<file path="config.mk">
export PLATFORM = sky130hd
export DESIGN_NAME = mrcm_ctrl
export DESIGN_NICKNAME = d
export VERILOG_FILES = /design/src/design/mrcm_pkg.sv /design/src/design/mrcm_ctrl.sv
export SDC_FILE = /design/constraint.sdc
export NUM_CORES = 1
export LEC_CHECK = 0
export ABC_AREA = 1
export BUFFER_PORTS_ARGS = -buffer_cell sky130_fd_sc_hd__buf_4
export CAP_MARGIN = 0
export CORE_AREA = 5 5 42 44
export CTS_BUF_LIST = sky130_fd_sc_hd__clkbuf_4 sky130_fd_sc_hd__clkbuf_8
export DETAILED_ROUTE_END_ITERATION = 7
export DIE_AREA = 0 0 47 49
export PLACE_DENSITY = 0.52
export SLEW_MARGIN = 30
export SYNTH_ARGS = -nofsm -noshare
export SYNTH_HDL_FRONTEND = slang
export SYNTH_SLANG_ARGS = --single-unit
</file>
<file path="constraint.sdc">
create_clock -name clock -period 2.75 [get_ports clock]
set_input_delay 0.275 -clock clock [delete_from_list [all_inputs] [get_ports clock]]
set_output_delay 0.275 -clock clock [all_outputs]
set_load 0.05 [all_outputs]
</file>
<file path="src/design/mrcm_pkg.sv">
package mrcm_pkg;

   // Fixed field widths
   localparam int SampleWidth = 32;
   localparam int LengthWidth = 13;
   localparam int IndexWidth  = 12;
   localparam int SumWidth    = 44;
   localparam int RowPosWidth = 12;
   localparam int ColPosWidth = 10;
   localparam int CsrIdxWidth = 4;
   localparam int CsrDataWidth = 13;
   localparam int RowsRegWidth = 13;
   localparam int ColsRegWidth = 11;

   // Divider runs one quotient bit per cycle over the whole sum
   localparam int DivSteps     = SumWidth;
   localparam int DivCntWidth  = 6;

   // Register indexes
   localparam logic [CsrIdxWidth-1:0] CSR_COLUMN_MODE = 4'd0;
   localparam logic [CsrIdxWidth-1:0] CSR_USE_LENGTHS = 4'd1;
   localparam logic [CsrIdxWidth-1:0] CSR_NUM_ROWS    = 4'd2;
   localparam logic [CsrIdxWidth-1:0] CSR_NUM_COLS    = 4'd3;

   typedef struct packed {
      logic signed [SampleWidth-1:0] sample;
      logic [LengthWidth-1:0]        seg_length;
   } req_payload_type;

   typedef struct packed {
      logic signed [SampleWidth-1:0] mean;
      logic [IndexWidth-1:0]         out_index;
      logic                          zero_length;
      logic                          last;
   } rsp_payload_type;

   typedef struct packed {
      logic clear;
      logic accept;
      logic update;
      logic div_step;
      logic load_out;
   } cmd_type;

   typedef struct packed {
      logic clear_done;
      logic emit;
      logic div_done;
   } status_type;

endpackage

</file>
<file path="src/design/mrcm_ctrl.sv">
module mrcm_ctrl (
   input  logic                 clock,
   input  logic                 reset,
   input  logic                 req_valid,
   output logic                 req_ready,
   output logic                 rsp_valid,
   input  logic                 rsp_ready,
   output mrcm_pkg::cmd_type    cmd,
   input  mrcm_pkg::status_type status
);
   import mrcm_pkg::*;

   typedef enum logic [2:0] {
      CLEAR, IDLE, READ, UPDATE, DIVIDE, HOLD
   } state_type;

   state_type state_ff, state_in;
   logic      rsp_valid_ff, rsp_valid_in;
   logic      out_free;

   assign req_ready = (state_ff == IDLE);
   assign rsp_valid = rsp_valid_ff;
   assign out_free  = !rsp_valid_ff || rsp_ready;

   // Decode commands and next state
   always_comb begin
      cmd          = '0;
      state_in     = state_ff;
      rsp_valid_in = rsp_valid_ff && !rsp_ready;
      unique case (state_ff)
         CLEAR: begin
            cmd.clear = 1'b1;
            if (status.clear_done) state_in = IDLE;
         end
         IDLE: begin
            if (req_valid) begin
               cmd.accept = 1'b1;
               state_in   = READ;
            end
         end
         READ: state_in = UPDATE;
         UPDATE: begin
            cmd.update = 1'b1;
            state_in   = status.emit ? DIVIDE : IDLE;
         end
         DIVIDE: begin
            if (status.div_done) state_in = HOLD;
            else cmd.div_step = 1'b1;
         end
         HOLD: begin
            if (out_free) begin
               cmd.load_out = 1'b1;
               rsp_valid_in = 1'b1;
               state_in     = IDLE;
            end
         end
         default: state_in = IDLE;
      endcase
   end

   // Hold state and output valid
   always_ff @(posedge clock) begin
      if (reset) begin
         state_ff     <= CLEAR;
         rsp_valid_ff <= 1'b0;
      end else begin
         state_ff     <= state_in;
         rsp_valid_ff <= rsp_valid_in;
      end
   end

endmodule

</file>
After elaboration in Yosys (flattened, before gate mapping)
Cells that the tools add are included.
- eq/ne operators: 9
- mux-type cells: 16
- reduce and logical (&&, ||, !) cells: 6
- operators with widths (operator ; number):
    3-bit case mux with 6 select lines ; 1
    3-bit two-way mux ; 5
    1-bit two-way mux ; 10
    2-bit inequality test, second input constant ; 4
    3-bit by 2-bit == test with 1-bit output, second input constant ; 2
    3-bit == test, second input constant ; 2
    4-bit AND reduction ; 1
    3-bit by 1-bit == test with 1-bit output, second input constant ; 1
    3-bit zero test ; 1
    1-bit zero test ; 2
    1-bit logical AND ; 1
    1-bit logical OR ; 1
- flip-flop bits (word level): 4
- input bits: 7
- output and inout port bits: 7
- word-level logic and storage cells: 33

Depth between registers and ports, before layout
- word-level depth: 4
- mapped depth: 8
- depth with buffers taken out: 8

Worst setup path before layout
No wires, ideal clock.
- path type: register -> output
- start: register state_ff[2]
- end: output port cmd[4] in the netlist's numbering
- arrival time: 1465 ps
- required time: 2475 ps
- path slack: 1010 ps
- cell stages (with the launch flop): 2
- buffers on the path: 0
- cells stage by stage: dfxtp_1 -> nor3_1
- RTL lines (element ; RTL line ; text):
    start: declaration ; mrcm_ctrl.sv:17 ; state_type state_ff, state_in;
    start signal: assignment ; mrcm_ctrl.sv:67 ; state_ff <= state_in;
    end: declaration ; mrcm_ctrl.sv:8 ; output mrcm_pkg::cmd_type cmd,

==> impl_metrics.py <==
metrics = {
    "final_layout": {
        "multiInputGateArea_um2": 181.4,
        "final_util_pct": 30.80,
        "fill_cells": 173,
        "seqCellArea_um2": 80.08,
        "fin_nets": 71,
        "layout_commonest_cell": "buf_4",
        "antenna_cells": 0,
        "drive_gt1_share_pct": 45.16,
        "final_cell_mix": "buf_4, nand2_1, nor2_1",
        "syn_to_final_growth_pct": 48.07,
    },
    "setup_path": {
        "cp.arrival_ps": 1230,
        "crit_path_max_incr_delay_ps": 420,
        "startpoint_type": "flip-flop",
        "crit_buf_inv": 2,
        "cp-end-kind": "output port",
        "path_class": "reg -> out",
        "cp_top_family": "flip-flops",
        "path_max_fanout": 6,
        "worstPathRequired_ps": 2480,
        "critPathSlowestCell": "dfxtp_1",
        "crit_chain": "inv_2, nor2_4, nand2_1, nor2_1, buf_4",
    },
    "power": {
        "vdd_drop_max_mv": 0.2096,
        "p_leak_nw": 0.2239,
        "powerDensity_mw_per_mm2": 627.2,
    },
    "clock_network": {
        "cts_setup_buffers": 0,
        "clkTransAtPathRegs_ps": 40,
        "clock-sinks": 4,
        "cts_hold_buf": 0,
        "cts_resized": 0,
        "cts_root_buf": "clkbuf_4",
        "cts_tree": "yes",
        "htreeDepth": 1,
        "clockBufferDepth": 2,
        "clk_latency_ps": 230,
        "cts_buffers": 3,
    },
    "synth": {
        "synth_seq_cells": 4,
        "synthCells": 46,
        "syn_nets": 53,
        "syn_avg_cell_area_um2": 6.338,
        "yosysSeqAreaShare_pct": 27.47,
        "yosysWarnings": 0,
        "synthesis.area_um2": 291.5,
        "synth.distinct_cells": 16,
    },
    "floorplan": {
        "die_x_um": 47,
        "die_h_um": 49,
        "start_util_pct": 20.80,
        "dieArea_mm2": 0.002303,
        "rows": 14,
        "coreArea_mm2": 0.001401,
        "ioPinCount": 14,
    },
    "sta": {
        "maxSlewViolCount": 0,
        "clock.fmax_mhz": 664.3,
        "slew_headroom_pct": 82.02,
        "rsz0062_at_grt": "false",
        "fin_skew_ps": 2.517,
        "fin_tns_setup_ps": 0,
        "fin_crit_sh_pct": 54.74,
        "post-route-min-period_ps": 1505,
        "setup-violations-final": 0,
        "worstMarginPinSlew_ps": 269.4,
        "finalHoldViolations": 0,
    },
    "routing": {
        "drt_iter0_markers": 2,
        "drt-pass1-iter-count": 2,
        "drc_errors": 0,
        "vias": 312,
        "antenna_left": 0,
        "routed_wl_um": 660,
        "vias_per_cell": 4.000,
        "wire_per_inst_um": 8.462,
    },
    "place": {
        "post-dp-hpwl_um": 572.8,
        "io_buffers": 13,
        "place.gp.congestion": 0.6285,
    },
    "global_routing": {
        "grt_overflow_total": 0,
        "grt_pass1_vias": 293,
        "grt_pass1_wl_mm": 1.110,
        "antenna_found_initial": 0,
        "track_usage_pct": 6.897,
        "grt_max_degree": 7,
    },
    "worst_hold_path": {
        "min_path_type": "in -> reg",
    },
    "job": {
        "max_cap_violations": 0,
    },
    "outcome": {
        "status": "completed",
    },
}
-- routing by layer --
metal / global-route usage (%) / routed length (um) / part of all wire (%) / vias up
met2: 9.955 / 354 / 54 / 4
met3: 2.214 / 32 / 4.8 / 0
met5: 0 / 0 / 0 / -
li1: - / - / - / 174
met4: 6.912 / 0 / 0 / 0
met1: 7.237 / 273 / 41 / 134
-- synthesized netlist by cell type --
cell type  count  share of area (%)
nand3_1        1                1.7
nor3_1         1                1.7
nand3b_2       1                3.9
o21a_1         1                2.6
a21oi_1        3                5.1
nand3_2        2                6.9
nor2_2         2                4.3
nor2_4         1                3.9
nand2_1       10                 13
o21ai_2        1                3.0
inv_1          4                5.1
nand3b_1       1                2.6
nand2_2        1                2.1
dfxtp_1        4                 27
inv_2          4                5.1
nor2_1         9                 12
-- through the flow --
stage / instance area (um^2) / cells / power (mW) / setup slack, ps / hold WS [ps]
after CTS: 431.7 / 78 / 0.2761 / 1223 / 222.8
after detailed placement: 409.1 / 75 / 0.2014 / 1476 / 470.6
after global placement: 409.1 / 75 / 0.2013 / 1515 / 467.1
after global routing: 431.7 / 78 / 0.2932 / 1134 / 220.8
after floorplan: 291.5 / 46 / 0.1666 / 1010 / 344.1
final: 431.7 / 78 / 0.2707 / 1245 / 227.0
-- where the power goes --
group	total, mW	internal, mW	switching, mW
clock network	0.0721	0.0488	0.0233
registers	0.0734	0.0642	0.00919
logic	0.125	0.0427	0.0826
-- registers in the layout, summed over array words and instances (netlist names) --
register,cells
state_ff,3
rsp_valid,1
-- cell families after synthesis --
group                  after synthesis  share of synthesized area, %
AOI/OAI and AO/OA                    5                         10.73
DFF                                  4                         27.47
buffers and inverters                8                         10.30
and+or+nand+nor                     29                         51.50
-- layout make-up --
| class | instances | area share [%] |
|---|---|---|
| multi-input cells | 34 | 42.03 |
| repair buffers | 13 | 22.61 |
| flip-flops and latches | 4 | 18.55 |
| inverters | 8 | 6.957 |
| clock buffers | 3 | 5.217 |
| well taps | 16 | 4.638 |
-- worst paths after layout --
check | startpoint | to | slack [ps] | depth (start not counted)
min reg2reg | rsp_valid$_SDFF_PP0_ | rsp_valid$_SDFF_PP0_ | 560 | 2
max | state_ff[0]$_SDFFE_PP0P_ | cmd[3] | 1240 | 5
min | reset | state_ff[2]$_SDFFE_PP0P_ | 230 | 2
max reg2reg | state_ff[0]$_SDFFE_PP0P_ | state_ff[2]$_SDFFE_PP0P_ | 1640 | 7
No activity file was read; power rests on OpenSTA's default activity.
